===== config.mk =====
export PLATFORM = sky130hd
export DESIGN_NAME = omr_out
export DESIGN_NICKNAME = d
export VERILOG_FILES = /design/src/rtl/core/omr_pkg.sv /design/src/rtl/core/omr_out.sv
export SDC_FILE = /design/constraint.sdc
export NUM_CORES = 1
export LEC_CHECK = 0
export BUFFER_PORTS_ARGS = -buffer_cell sky130_fd_sc_hd__buf_4
export CORE_MARGIN = 3
export CORE_UTILIZATION = 35
export DETAILED_ROUTE_END_ITERATION = 10
export GPL_TIMING_DRIVEN = 0
export PLACE_DENSITY = 0.71
export SLEW_MARGIN = 30
export SYNTH_ARGS = -nofsm -noshare
export SYNTH_HDL_FRONTEND = slang
export SYNTH_SLANG_ARGS = --single-unit

===== constraint.sdc =====
create_clock -name clk -period 6.6 [get_ports clk]
set_input_delay 1.32 -clock clk [delete_from_list [all_inputs] [get_ports clk]]
set_output_delay 1.32 -clock clk [all_outputs]
set_load 0.05 [all_outputs]

===== src/rtl/core/omr_pkg.sv =====
package omr_pkg;

  localparam int SLOTS     = 8;
  localparam int MSG_BYTES = 256;

  localparam int SLOT_W = (SLOTS > 1) ? $clog2(SLOTS) : 1;
  localparam int CNT_W  = $clog2(MSG_BYTES + 1);
  localparam int BOFF_W = (MSG_BYTES > 1) ? $clog2(MSG_BYTES) : 1;
  localparam int DEPTH  = SLOTS * MSG_BYTES;
  localparam int ADDR_W = (DEPTH > 1) ? $clog2(DEPTH) : 1;

  typedef enum logic [1:0] {
    OP_WRITE = 2'd0,
    OP_READ  = 2'd1,
    OP_POP   = 2'd2,
    OP_NOP   = 2'd3
  } op_t;

  typedef enum logic [2:0] {
    ST_OK       = 3'd0,
    ST_EMPTY    = 3'd1,
    ST_TOO_LONG = 3'd2,
    ST_BAD_IDX  = 3'd3,
    ST_OVERWR   = 3'd4
  } status_t;

  typedef struct packed {
    logic [1:0] operation;
    logic [7:0] data_byte;
    logic       last_byte;
    logic [7:0] byte_index;
  } in_item_t;

  typedef struct packed {
    logic [2:0] status;
    logic [7:0] read_data;
    logic [8:0] message_length;
    logic [2:0] tail_index;
    logic       is_empty;
  } out_item_t;

  typedef struct packed {
    logic [2:0] status;
    logic [8:0] message_length;
    logic [2:0] tail_index;
    logic       is_empty;
    logic       rd_ok;
  } meta_t;

  function automatic logic [SLOT_W-1:0] next_slot(input logic [SLOT_W-1:0] s);
    logic [SLOT_W-1:0] r;
    if (s == SLOT_W'(SLOTS - 1)) begin
      r = '0;
    end else begin
      r = s + SLOT_W'(1);
    end
    return r;
  endfunction

endpackage


===== src/rtl/core/omr_out.sv =====
module omr_out (
  input  logic               clk,
  input  logic               rst_n,
  input  logic               in_accept,
  input  omr_pkg::meta_t     meta,
  input  logic [7:0]         ram_q,
  output logic               in_stall,
  output logic               out_valid,
  input  logic               out_stall,
  output omr_pkg::out_item_t out_item
);

  logic               s1_v_r;
  omr_pkg::meta_t     s1_meta_r;
  logic               out_v_r;
  omr_pkg::out_item_t out_item_r;
  omr_pkg::out_item_t s1_item;
  logic               s1_adv;

  assign s1_adv   = s1_v_r && (!out_v_r || !out_stall);
  assign in_stall = s1_v_r && !s1_adv;

  always_comb begin
    s1_item.status         = s1_meta_r.status;
    s1_item.read_data      = s1_meta_r.rd_ok ? ram_q : 8'd0;
    s1_item.message_length = s1_meta_r.message_length;
    s1_item.tail_index     = s1_meta_r.tail_index;
    s1_item.is_empty       = s1_meta_r.is_empty;
  end

  always_ff @(posedge clk) begin
    if (!rst_n) begin
      s1_v_r  <= 1'b0;
      out_v_r <= 1'b0;
    end else begin
      if (in_accept) begin
        s1_v_r <= 1'b1;
      end else if (s1_adv) begin
        s1_v_r <= 1'b0;
      end
      if (s1_adv) begin
        out_v_r <= 1'b1;
      end else if (!out_stall) begin
        out_v_r <= 1'b0;
      end
    end
  end

  always_ff @(posedge clk) begin
    if (in_accept) begin
      s1_meta_r <= meta;
    end
    if (s1_adv) begin
      out_item_r <= s1_item;
    end
  end

  assign out_valid = out_v_r;
  assign out_item  = out_item_r;

endmodule


# After elaboration in Yosys (flattened, before gate mapping)
# Cells that the tools add are included.
classes:
  eq_ne: 1
  n_mux: 4
  n_reduce_logical: 7
op_table:
  columns: ["operator", "count"]
  rows:
  - ["two-way mux 1 bit", 4]
  - ["logical NOT 1 bit", 3]
  - ["logical AND 1 bit", 2]
  - ["inequality test 2 x 1 -> 1 bit, second input constant", 1]
  - ["nonzero test 2 bit", 1]
  - ["logical OR 1 bit", 1]
totals:
  ff_bits: 43
  inputBits: 29
  output_inout_bits: 26
  elab_cells: 24

# Logic depth before layout (Yosys ltp)
depth:
  ltp_word: 5
  depth_mapped: 2
  ltp_nobuf: 2

# Worst setup path before layout
# No wires, ideal clock.
synth_path:
  kind: "input to register"
  start: "input out_stall"
  end: "register out_item_r, in the netlist out_item[0], enable pin"
  setup_ns: 0.442
  arrival_ns: 3.124
  required_time_ns: 6.158
  slack_ns: 3.034
  cell_stages: 1
  n_path_buf: 0
  cell_sequence: "a21boi_0"
synth_via:
  elab_chain_cells: 3
synth_lines:
  columns: ["item", "line_no", "rtl"]
  rows:
  - ["start, declared", "omr_out.sv:9", "input logic out_stall,"]
  - ["logical NOT 1 bit", null, null]
  - ["logical OR 1 bit", "omr_out.sv:20", "assign s1_adv = s1_v_r && (!out_v_r || !out_stall);"]
  - ["logical AND 1 bit", "omr_out.sv:20", null]
  - ["end signal, assigned", "omr_out.sv:54", "out_item_r <= s1_item;"]
  - ["end, declared", "omr_out.sv:16", "omr_pkg::out_item_t out_item_r;"]
# Every way passes these cells.
# A chain may end at the register's enable or synchronous reset.

# Worst setup path after layout
layout_path:
  start: "input out_stall"
  end: "output in_stall"
layout_via:
  elab_chain_cells: 5
layout_lines:
  columns: ["item", "line_no", "rtl"]
  rows:
  - ["logical NOT 1 bit", null, null]
  - ["logical OR 1 bit", "omr_out.sv:20", null]
  - ["logical AND 1 bit", "omr_out.sv:20", null]
  - ["logical NOT 1 bit", "omr_out.sv:21", "assign in_stall = s1_v_r && !s1_adv;"]
  - ["logical AND 1 bit", "omr_out.sv:21", null]
  - ["end, declared", "omr_out.sv:7", "output logic in_stall,"]
# Every way passes these cells.

==> run summary <==
Status -> complete, no violations
FP Rows -> 22
DR WL/cell -> 12.8 um
Worst endpoint required time -> 5.28 ns
Final net count -> 147
Die H -> 68.3 um
Vias per cell -> 4.14
Initial drt markers -> 25
Worst Path Arrival -> 1.81 ns
Worst slack, placed -> 3.47 ns
Total wire length -> 2.15 mm
Crit path max fanout -> 3
Seq pwr share -> 0.603
Global-route wire length before repair -> 3.28 mm
Largest net degree at the start of global routing -> 19
Worst-Margin Slew -> 0.394 ns
Initial core utilization -> 0.368
Seq/Total Area, Yosys -> 0.936
Distinct cells, synth -> 8
Core area -> 3690 um2
CTS tree -> built
Pwr/cell area -> 278 nW/um2
Clock Power Share -> 0.281
Mapped Cells -> 56
Peak supply drop -> 0.136 mV
Final setup violation count -> 0
Critical-path top delay cell -> and3_4
Post-DP HPWL -> 1.62 mm
Antenna violations before repair -> 0
Setup TNS -> 0 ns
CTS Buffer Depth -> 2
HP Class -> reg2reg
Yosys synthesis warning count -> 0
Leakage power -> 0.757 nW
Slew headroom -> 0.737
Die Width -> 68.3 um
CP delay by family, top -> buffers and inverters
Worst setup path category -> in2out
Gate power share -> 0.116
# hold bufs at CTS -> 0
Switching pwr -> 0.121 mW
Startpoint type of the worst setup path -> primary input
Mapped cell area -> 1360 um2
Post-route setup slack -> 3.47 ns
Area growth syn-to-layout -> 42.2%
FF+latch count, synth -> 43
Int Pwr -> 0.416 mW
Syn Area/Cell -> 24.3 um2
Max Cap Violations -> 0
Gr usage total -> 0.106
Clk_lat worst skew -> 0.28 ns
Commonest non-fill, non-tap cell in the layout -> buf_4
Share of layout cells above drive strength 1 -> 0.529
IO Pins -> 55
Root buf cell -> clkbuf_8
Num CTS Buffers -> 5
Clk pin slew, worst setup/hold paths -> 0.07 ns
Clock Sinks -> 43
Maximum level of the CTS H-tree -> 2
Met1 Use GR -> 0.0923
Most numerous cell on the critical path -> buf_4
Final Slew Violations -> 0
Crit path buf inv count -> 2
Sw frac -> 0.225
Via count -> 692
FILL cells -> 325
Mapped Nets -> 85
First-pass DRT Iterations -> 3
Most frequent cells in the layout -> buf_4 (54), edfxtp_1 (41), and2_1 (8)
Crit path cell chain -> buf_4, and3_4, buf_4
Post-CTS Setup Repair Bufs -> 0
Fin crit share -> 0.474
GRT overflow -> 0
Busiest grt layer -> met2
CP Capture Type -> primary output
Routability cong. -> 0.761
Final hold viol count -> 0
Drc violations -> 0
I/O Buffers -> 54
F_max -> 319 MHz
RSZ-0062 raised after global routing -> false
Post-layout min period -> 3.13 ns
Crit-path max cell delay -> 0.18 ns
Post_cts resized -> 0
Die footprint -> 4670 um2
Setup Skew -> 0.00260 ns
Final antenna-violating net count -> 0
N_diodes -> 0
GR Util met3 -> 0.0328
Vias in the first global route -> 747
Met2 GRT Util -> 0.197
-- worst paths after layout --
kind,from,end,slack (ns),cells after the start
hold / removal,s1_item[9],out_item[9],0.42,0
setup / recovery,out_stall,in_stall,3.47,3
setup reg to reg,s1_v_r,out_item[9],5.36,2
hold reg to reg,s1_item[9],out_item[9],0.42,0
-- power groups by stage --
| stage | Clock (mW) | Sequential [mW] | Combinational (mW) |
|---|---|---|---|
| floorplan | 0 | 0.357 | 0.00553 |
| global placement | 0 | 0.330 | 0.0600 |
| detailed placement | 0 | 0.330 | 0.0628 |
| CTS | 0.156 | 0.324 | 0.0629 |
| global route | 0.171 | 0.326 | 0.0654 |
| finish | 0.151 | 0.324 | 0.0621 |
-- synth_stat cells (all sizes together) --
master  number  area share
a21oi        1      0.0037
a21boi       1      0.0055
edfxtp      41        0.91
nor2b        1      0.0046
dfxtp        2       0.029
and2         8       0.037
and3         1      0.0083
o21a         1      0.0055
-- cell families after synthesis --
| group | synth area share |
|---|---|
| DFF | 0.936 |
| AOI/OAI and AO/OA | 0.0147 |
| and+or+nand+nor | 0.0497 |
-- through the flow --
| stage | hold WS, ns | total power, mW | utilization | instance area, um2 | std cells |
|---|---|---|---|---|---|
| 3_5_place_dp | 0.405 | 0.393 | 0.502 | 1850 | 159 |
| 3_3_place_gp | 0.400 | 0.390 | 0.495 | 1820 | 158 |
| 4_1_cts | 0.423 | 0.543 | 0.524 | 1930 | 167 |
| 5_1_grt | 0.427 | 0.563 | 0.524 | 1930 | 167 |
| 6_report | 0.421 | 0.537 | 0.524 | 1930 | 167 |
| 2_1_floorplan | 0.400 | 0.363 | - | 1360 | 56 |
-- flip-flops by register name, summed over array words and instances, names as in the netlist --
signal,flops
s1_meta_r,1
out_valid,1
s1_v_r,1
s1_item,16
out_item,24
-- final cells by class --
| type | instances | area, um2 | area share |
|---|---|---|---|
| clock buffers | 7 | 76.3 | 0.0395 |
| clock inverters | 1 | 5.00 | 0.00259 |
| multi-input cells | 13 | 98.8 | 0.0512 |
| flip-flops and latches | 43 | 1270 | 0.658 |
| well taps | 48 | 60.1 | 0.0311 |
| repair buffers | 55 | 420 | 0.218 |
-- per-layer routing --
| metal | routed length [um] | up-vias |
|---|---|---|
| li1 | - | 336 |
| met1 | 702 | 329 |
| met2 | 1280 | 25 |
| met3 | 131 | 2 |
| met4 | 34 | 0 |
| met5 | 0 | - |
Note: power is estimated with default switching activity, not from simulation.
