[src/rtl/core/omr_pkg.sv]
package omr_pkg;

  localparam int SLOTS     = 8;
  localparam int MSG_BYTES = 256;

  localparam int SLOT_W = (SLOTS > 1) ? $clog2(SLOTS) : 1;
  localparam int CNT_W  = $clog2(MSG_BYTES + 1);
  localparam int BOFF_W = (MSG_BYTES > 1) ? $clog2(MSG_BYTES) : 1;
  localparam int DEPTH  = SLOTS * MSG_BYTES;
  localparam int ADDR_W = (DEPTH > 1) ? $clog2(DEPTH) : 1;

  typedef enum logic [1:0] {
    OP_WRITE = 2'd0,
    OP_READ  = 2'd1,
    OP_POP   = 2'd2,
    OP_NOP   = 2'd3
  } op_t;

  typedef enum logic [2:0] {
    ST_OK       = 3'd0,
    ST_EMPTY    = 3'd1,
    ST_TOO_LONG = 3'd2,
    ST_BAD_IDX  = 3'd3,
    ST_OVERWR   = 3'd4
  } status_t;

  typedef struct packed {
    logic [1:0] operation;
    logic [7:0] data_byte;
    logic       last_byte;
    logic [7:0] byte_index;
  } in_item_t;

  typedef struct packed {
    logic [2:0] status;
    logic [7:0] read_data;
    logic [8:0] message_length;
    logic [2:0] tail_index;
    logic       is_empty;
  } out_item_t;

  typedef struct packed {
    logic [2:0] status;
    logic [8:0] message_length;
    logic [2:0] tail_index;
    logic       is_empty;
    logic       rd_ok;
  } meta_t;

  function automatic logic [SLOT_W-1:0] next_slot(input logic [SLOT_W-1:0] s);
    logic [SLOT_W-1:0] r;
    if (s == SLOT_W'(SLOTS - 1)) begin
      r = '0;
    end else begin
      r = s + SLOT_W'(1);
    end
    return r;
  endfunction

endpackage

[src/rtl/core/omr_ctrl.sv]
module omr_ctrl (
  input  logic                        clk,
  input  logic                        rst_n,
  input  logic                        in_accept,
  input  omr_pkg::in_item_t           in_item,
  output logic                        ram_we,
  output logic [omr_pkg::ADDR_W-1:0]  ram_waddr,
  output logic [7:0]                  ram_wdata,
  output logic                        ram_re,
  output logic [omr_pkg::ADDR_W-1:0]  ram_raddr,
  output omr_pkg::meta_t              meta
);

  logic [omr_pkg::SLOT_W-1:0] head_r, head_nxt;
  logic [omr_pkg::SLOT_W-1:0] tail_r, tail_nxt;
  logic [omr_pkg::CNT_W-1:0]  cnt_r, cnt_nxt;
  logic                       ovf_r, ovf_nxt;
  logic [omr_pkg::CNT_W-1:0]  len_r [omr_pkg::SLOTS];

  logic [omr_pkg::SLOT_W-1:0] wslot;
  logic [omr_pkg::SLOT_W-1:0] oldest;
  logic [omr_pkg::CNT_W-1:0]  old_len;
  logic                       empty;
  logic                       room;
  logic                       len_we;

  assign empty   = (head_r == tail_r);
  assign wslot   = omr_pkg::next_slot(tail_r);
  assign oldest  = omr_pkg::next_slot(head_r);
  assign old_len = len_r[oldest];
  assign room    = (int'(cnt_r) < omr_pkg::MSG_BYTES);

  assign ram_wdata = in_item.data_byte;
  assign ram_waddr = omr_pkg::ADDR_W'(int'(wslot) * omr_pkg::MSG_BYTES
                     + int'(cnt_r[omr_pkg::BOFF_W-1:0]));
  assign ram_raddr = omr_pkg::ADDR_W'(int'(oldest) * omr_pkg::MSG_BYTES
                     + int'(in_item.byte_index) % omr_pkg::MSG_BYTES);

  always_comb begin
    head_nxt            = head_r;
    tail_nxt            = tail_r;
    cnt_nxt             = cnt_r;
    ovf_nxt             = ovf_r;
    len_we              = 1'b0;
    ram_we              = 1'b0;
    ram_re              = 1'b0;
    meta.status         = omr_pkg::ST_OK;
    meta.message_length = '0;
    meta.rd_ok          = 1'b0;
    case (in_item.operation)
      omr_pkg::OP_WRITE: begin
        if (room) begin
          ram_we  = in_accept;
          cnt_nxt = cnt_r + omr_pkg::CNT_W'(1);
        end else begin
          ovf_nxt = 1'b1;
        end
        if (in_item.last_byte) begin
          if (ovf_nxt) begin
            meta.status = omr_pkg::ST_TOO_LONG;
          end else begin
            len_we   = in_accept;
            tail_nxt = wslot;
            if (wslot == head_r) begin
              head_nxt    = oldest;
              meta.status = omr_pkg::ST_OVERWR;
            end
          end
          cnt_nxt = '0;
          ovf_nxt = 1'b0;
        end
      end
      omr_pkg::OP_READ: begin
        if (empty) begin
          meta.status = omr_pkg::ST_EMPTY;
        end else begin
          meta.message_length = 9'(old_len);
          if ((int'(in_item.byte_index) >= int'(old_len)) ||
              (int'(in_item.byte_index) >= omr_pkg::MSG_BYTES)) begin
            meta.status = omr_pkg::ST_BAD_IDX;
          end else begin
            meta.rd_ok = 1'b1;
            ram_re     = in_accept;
          end
        end
      end
      omr_pkg::OP_POP: begin
        if (empty) begin
          meta.status = omr_pkg::ST_EMPTY;
        end else begin
          head_nxt = oldest;
        end
      end
      default: begin
      end
    endcase
    meta.tail_index = 3'(tail_nxt);
    meta.is_empty   = (head_nxt == tail_nxt);
  end

  always_ff @(posedge clk) begin
    if (!rst_n) begin
      head_r <= '0;
      tail_r <= '0;
      cnt_r  <= '0;
      ovf_r  <= 1'b0;
    end else if (in_accept) begin
      head_r <= head_nxt;
      tail_r <= tail_nxt;
      cnt_r  <= cnt_nxt;
      ovf_r  <= ovf_nxt;
    end
  end

  always_ff @(posedge clk) begin
    if (len_we) begin
      len_r[wslot] <= cnt_r + omr_pkg::CNT_W'(1);
    end
  end

endmodule

[config.mk]
export PLATFORM = sky130hd
export DESIGN_NAME = omr_ctrl
export DESIGN_NICKNAME = d
export VERILOG_FILES = /design/src/rtl/core/omr_pkg.sv /design/src/rtl/core/omr_ctrl.sv
export SDC_FILE = /design/constraint.sdc
export NUM_CORES = 1
export LEC_CHECK = 0
export ABC_AREA = 1
export BUFFER_PORTS_ARGS = -buffer_cell sky130_fd_sc_hd__buf_2
export CAP_MARGIN = 20
export CORE_MARGIN = 1
export CORE_UTILIZATION = 55
export DETAILED_ROUTE_END_ITERATION = 7
export PLACE_DENSITY = 0.78
export SYNTH_ARGS = -nofsm -noshare
export SYNTH_HDL_FRONTEND = slang
export SYNTH_SLANG_ARGS = --single-unit
[constraint.sdc]
create_clock -name clk -period 3.6 [get_ports clk]
set_input_delay 0.54 -clock clk [delete_from_list [all_inputs] [get_ports clk]]
set_output_delay 0.54 -clock clk [all_outputs]
set_load 0.05 [all_outputs]
; Yosys cells after proc, flatten, opt, wreduce, memory -nomap -nowiden
; Memory sizes are Yosys's and may differ from the RTL's.
; Cells that the tools add are included.
[totals]
reg_bits = 16
output_inout_bits = 49
wordCells = 60
memories = 1
ram_bits = 72
[classes]
add_sub_neg = 5
n_eq_ne = 7
muxes = 37
order_cmp = 2
reduce_logical = 4
[memory_table]
columns = memory, words, width, read_ports, rd_clocked_by_memory_dff, wr, line
row1 = len_r, 8, 9, 1, 0, 1, omr_ctrl.sv:18  ; logic [omr_pkg::CNT_W-1:0] len_r [omr_pkg::SLOTS];
[op_table]
columns = op, count
row1 = 3-bit two-way mux, 12
row2 = 9-bit two-way mux, 4
row3 = 11-bit by 8-bit adder with 11-bit output, 2
row4 = 1-bit two-way mux, 17
row5 = "9-bit by 1-bit adder with 9-bit output, second input constant", 1
row6 = 3-bit equality test, 3
row7 = 8-bit by 9-bit >= comparator with 1-bit output, 1
row8 = "9-bit less-than comparator, second input constant", 1
row9 = 3-bit one-hot mux with 3 select lines, 1
row10 = "3-bit by 1-bit adder with 3-bit output, second input constant", 2
row11 = "3-bit equality test, second input constant", 2
row12 = 3-bit one-hot mux with 2 select lines, 1
row13 = 2-bit two-way mux, 2
row14 = 3-bit AND reduction, 1
row15 = "2-bit by 1-bit equality test with 1-bit output, second input constant", 1
row16 = "2-bit equality test, second input constant", 1
row17 = 2-bit logical NOT, 1
row18 = 2-bit AND reduction, 1
row19 = 2-bit nonzero test, 1

; Depth between registers and ports, before layout
[depth]
ltp_word = 8
ltp_mapped = 20
mapped_depth_nobuf = 19

; Least setup slack after synthesis
; OpenSTA, ideal clock, no wires.
[synth_path]
kind = register to output
startpoint = reg head_r[0] in the netlist's numbering
endpoint = out meta[15] in the netlist's numbering
stages_incl_launch_ff = 16
n_path_buf = 1
arrival_time_ns = 3.371
setup_slack_ns = -0.311
cell_sequence = dfxtp_1 -> ha_1 -> inv_1 -> clkbuf_1 -> a32o_1 -> nand2_1 -> nand2_1 -> ha_1 -> nand4_1 -> nor2_1 -> o21bai_1 -> nand2_1 -> nand2_1 -> nand2_1 -> nand2_1 -> o22ai_1
[synth_rtl]
columns = item, line
row1 = "start, declared", omr_ctrl.sv:14  ; logic [omr_pkg::SLOT_W-1:0] head_r, head_nxt;
row2 = "start signal, assigned", omr_ctrl.sv:108  ; head_r <= head_nxt;
row3 = "end, declared", omr_ctrl.sv:11  ; output omr_pkg::meta_t meta

; Final worst setup path
[layout_path]
startpoint = reg head_r[1] in the netlist's numbering
endpoint = out ram_re
[layout_via]
elab_chain_len = 7
[layout_rtl]
columns = item, line
row1 = 3-bit by 1-bit adder with 3-bit output or 3-bit equality test (tied branches), "omr_pkg.sv:55, omr_pkg.sv:52"
row2 = 3-bit two-way mux, omr_pkg.sv:52  ; if (s == SLOT_W'(SLOTS - 1)) begin
row3 = memory 8 x 9 bit, --
row4 = 8-bit by 9-bit >= comparator with 1-bit output, omr_ctrl.sv:78  ; if ((int'(in_item.byte_index) >= int'(old_len)) ||
row5 = 1-bit two-way mux, omr_ctrl.sv:78
row6 = 1-bit two-way mux *, omr_ctrl.sv:74  ; if (empty) begin
row7 = 1-bit two-way mux *, omr_ctrl.sv:50  ; case (in_item.operation)
row8 = "end, declared", omr_ctrl.sv:9  ; output logic ram_re,
; Mark *: on every way between the ends. The rest lies on a longest branch, timed or not.

==> results.md <==
Synth:
- In this run, synthesis produced a sequential element count of 88.
- Counting distinct cell types in the post-synthesis netlist gives 34.
- The cell area after synthesis is 4500 µm².
- The number of cells produced by synthesis is 470.
- A synthesized cell averages 9.58 µm².
- The cell type with the highest aggregate area in the netlist is sky130_fd_sc_hd__edfxtp_1.
- After synthesis, flip-flops and latches occupy 55.1% of the total area.
- Sorting the synthesized cells by area gives the leading types as sky130_fd_sc_hd__edfxtp_1 48%, sky130_fd_sc_hd__nand2_1 12%, sky130_fd_sc_hd__dfxtp_1 7.1%.
- Counting every net in the synthesized netlist gives 505.
- The most instantiated flip-flop cell in the synthesis netlist is sky130_fd_sc_hd__edfxtp_1.
- The share of synthesized registers carrying an async set or reset is 0%.
- The number of enable-type register cells in the synthesized netlist is 72.
- By count the netlist is led by 145 x sky130_fd_sc_hd__nand2_1, 72 x sky130_fd_sc_hd__edfxtp_1, 35 x sky130_fd_sc_hd__inv_1, 30 x sky130_fd_sc_hd__a21oi_1, 30 x sky130_fd_sc_hd__nor2_1.
- Summed over its instances, the top area cell type makes up 48.0% of the synthesized netlist area.
- The number of warning messages in the yosys log is 0.
- The cell with the most instances after synthesis is sky130_fd_sc_hd__nand2_1.

Clock tree:
- The maximum root-to-sink buffer count is 2.
- After clock tree synthesis, the clock-pin slew on the worst setup and hold paths is 0.08 ns.
- Buffers inserted to repair hold after CTS numbered 0.
- In this run the number of H-tree levels came out at 3.
- The cell at the root of the clock tree is sky130_fd_sc_hd__clkbuf_8.
- TritonCTS created 9 clock buffers.
- The number of clock sinks is 88.
- The clock latency reported for the late side of the worst-skew pair is 0.36 ns.
- The CTS tree is yes.

Setup path:
- The cell with the largest stage delay on the worst path is sky130_fd_sc_hd__dfxtp_2.
- The largest driver fanout on the critical path is 21.
- STA puts the critical path data required time at 3.06 ns.
- The arrival time of the worst setup path is 3.06 ns.
- The number of buffer and inverter instances along the worst setup path is 3.
- The critical path class is register to output pin.
- The element type at the critical path start is a register.
- By instance count, the cell type seen most on the critical path is sky130_fd_sc_hd__nand2_1.
- Walking the worst path, the cells encountered are ha_4 > ha_4 > nor2_4 > buf_4 > inv_8 > nand2_1 > a32o_1 > nand2_1 > nand2_2 > ha_4 > a21oi_1 > o21ai_1 > o21bai_1 > nand2_1 > nand2_1 > nand2_2 > nand2_4 > nand2_2 > nor2_2 > buf_6.
- Grouping stages by cell kind, the critical path spends the most delay in simple AND/OR/NAND/NOR gates.
- The largest stage delay on the critical path is 0.35 ns.
- The capturing element type of the critical path is an output pin.

Power and ir drop:
- Across the VDD grid, the largest voltage drop is 224 µV.
- Summed over all cells, the static leakage comes to 2.18 nW.
- Dividing total power by cell area gives a power density of 438 nW/µm².

Die:
- The number of ports placed on the die boundary is 71.
- The region available for standard cell placement spans 7810 µm².
- In this run the core area contains 32 standard-cell rows.
- The die boundary height is 92.5 µm.
- The die covers 8550 µm².
- The initial utilization of the core area, before any placement, comes to 57.7%.
- The die boundary width is 92.5 µm.

GRT:
- In the global route stage, overall resource usage came out at 27.7%.
- The number of global-route vias before repair is 3,596.
- The first global-routing pass estimated 17,800 µm of wire.
- The residual overflow from global routing is 0.
- The number of antenna violations at the first check in global routing is 0.
- Entering global routing, the biggest net connects 35 pins.

Timing:
- After layout, the worst path uses 99.9% of the clock period.
- The final-report max-slew violation count is 0.
- The number of hold violations in the final report is 0.
- Counting I/O delays and the setup requirement, the final critical path takes 3.60 ns.
- Setup repair after global routing could not meet its margin everywhere.
- Based on the critical path, the design can be clocked at up to 278 MHz.
- Clock skew on the completed layout was measured at 0.0109 ns.
- For the pin with the worst max-slew slack, the measured transition is 0.902 ns.
- The worst pin sits at a relative slew slack of 39.7%.
- Setup violations remaining at the end of the flow were counted as 0.
- Once routing completed, OpenROAD measured the worst setup slack at 0.00353 ns.

Cells and area:
- The sequential cells in the finished layout cover a total of 2480 µm².
- The number of antenna diodes in the final layout is 0.
- The multi-input gate area in the final layout is 1770 µm².
- The post-layout instance count excluding filler cells is 631.
- The net count of the finished layout is 559.
- The count of fill cells added during filler insertion is 604.
- The fraction of layout cells with a size suffix above 1 is 27.6%.
- The area growth from synthesis to layout is 17.8%.

Route:
- The routed wire length is 10,800 µm.
- The count of TritonRoute iterations in the first routing pass is 4.
- The routed wire length per instance is 17.2 µm.
- The detailed router finished its first iteration with 329 violations.
- The number of vias after detailed routing is 3,490.
- After detailed routing, the number of remaining DRC violations is 0.
- The antenna violation net count after detailed routing is 0.
- The ratio of routed vias to standard cells is 5.53.

Status:
- The run finished with clean final reports.

Placement:
- The setup slack at placement is 0.106 ns.
- The number of cells in the design after placement is 605.
- Port buffering added 54 buffers.
- The final weighted congestion in routability-driven placement is 0.875.
- The HPWL after detailed placement is 7060 µm.

Run:
- The tool flagged a number of max-cap violations equal to 0.

Worst hold path:
- The classification of the worst-slack hold path is input port to register.
-- cell usage in the layout, fill, tap and decap left out, types with 3 or more instances in the layout --
master / netlist / layout
sky130_fd_sc_hd__nor2_2: 13 / 13
sky130_fd_sc_hd__o21ai_0: 4 / 3
sky130_fd_sc_hd__a211oi_1: 3 / 3
sky130_fd_sc_hd__xnor2_1: 4 / 4
sky130_fd_sc_hd__edfxtp_1: 72 / 72
sky130_fd_sc_hd__buf_12: 0 / 4
sky130_fd_sc_hd__nand2_1: 145 / 132
sky130_fd_sc_hd__nand2_2: 2 / 14
sky130_fd_sc_hd__buf_2: 5 / 50
sky130_fd_sc_hd__o21ai_1: 4 / 4
sky130_fd_sc_hd__ha_4: 0 / 7
sky130_fd_sc_hd__clkbuf_1: 3 / 3
sky130_fd_sc_hd__a21oi_1: 30 / 27
sky130_fd_sc_hd__clkbuf_8: 0 / 9
sky130_fd_sc_hd__inv_1: 35 / 35
sky130_fd_sc_hd__a32o_1: 16 / 16
sky130_fd_sc_hd__a21oi_2: 0 / 3
sky130_fd_sc_hd__inv_2: 4 / 3
sky130_fd_sc_hd__ha_1: 13 / 6
sky130_fd_sc_hd__buf_4: 24 / 17
sky130_fd_sc_hd__nand3_2: 3 / 3
sky130_fd_sc_hd__nor2_1: 30 / 29
sky130_fd_sc_hd__xor2_1: 6 / 6
sky130_fd_sc_hd__nand3_1: 17 / 17
sky130_fd_sc_hd__buf_6: 4 / 7
sky130_fd_sc_hd__dfxtp_1: 16 / 14
-- state kept, by name, summed over array words and instances (netlist names) --
register,flops
ovf_r,1
tail_r,3
len_r,72
head_r,3
cnt_r,9
-- cells by family (layout without fill, tap and decap cells) --
family	count (synthesis)	count (layout)	synth area share (%)
flops	88	88	55.1
xor+xnor	10	10	1.94
buf+inv	76	135	9.14
compound gates	64	64	9.36
fa+ha+maj	13	13	3.61
simple gates	219	219	20.8
-- cell type report --
cell class / instances / share of cell area [%]
clock buffer: 12 / 2.55
timing repair buffer: 80 / 10.9
multi-input combinational: 306 / 33.4
tap: 102 / 2.41
inverter: 39 / 2.90
sequential: 88 / 46.8
clock inverter: 4 / 1.01
-- per-layer routing --
layer,vias up,track usage (%),share of wire [%]
met5,-,0,0
li1,1677,-,-
met4,0,12.8,2.0
met3,20,6.32,8.2
met2,139,45.2,49
met1,1654,35.2,40
-- power by group --
group	switching [W]	leakage [nW]	total, W	internal (W)
combinational	0.000350	1.33	0.000546	0.000196
sequential	0.00000586	0.763	0.00110	0.00109
clock	0.000356	0.0872	0.000681	0.000325
-- metrics by stage --
stage,TNS (ns),instance area (µm²),hold WS [ns],util [%],total power (W)
final,0,5310,0.440,67.9,0.00233
after global routing,-0.630,5310,0.446,67.9,0.00243
after CTS,-0.0235,5270,0.423,67.5,0.00230
after detailed placement,0,4770,0.464,61.1,0.00157
after global placement,0,4770,0.444,61.1,0.00156
after floorplan,-0.192,4510,0.434,-,0.00149
-- what timing repair did --
| item | 4_1_cts | 5_1_grt |
|---|---|---|
| gates resized for setup | 46 | 11 |
| gates cloned | 3 | 0 |
| endpoints found under the setup margin | 4 | 4 |
| buffers inserted | 7 | 0 |
| pin swaps | 14 | 7 |
| hold endpoints to repair | 0 | 0 |
-- worst paths after layout --
check / slack [ns] / start / endpoint / depth (start not counted)
hold reg to reg: 0.48 / ovf_r / ovf_r / 2
hold / removal: 0.44 / in_accept / head_r[1] / 2
setup / recovery: 0.004 / head_r[1] / ram_re / 20
setup reg to reg: 1.24 / cnt_r[8] / len_r[5][3] / 5
No activity file was read; power rests on OpenSTA's default activity.
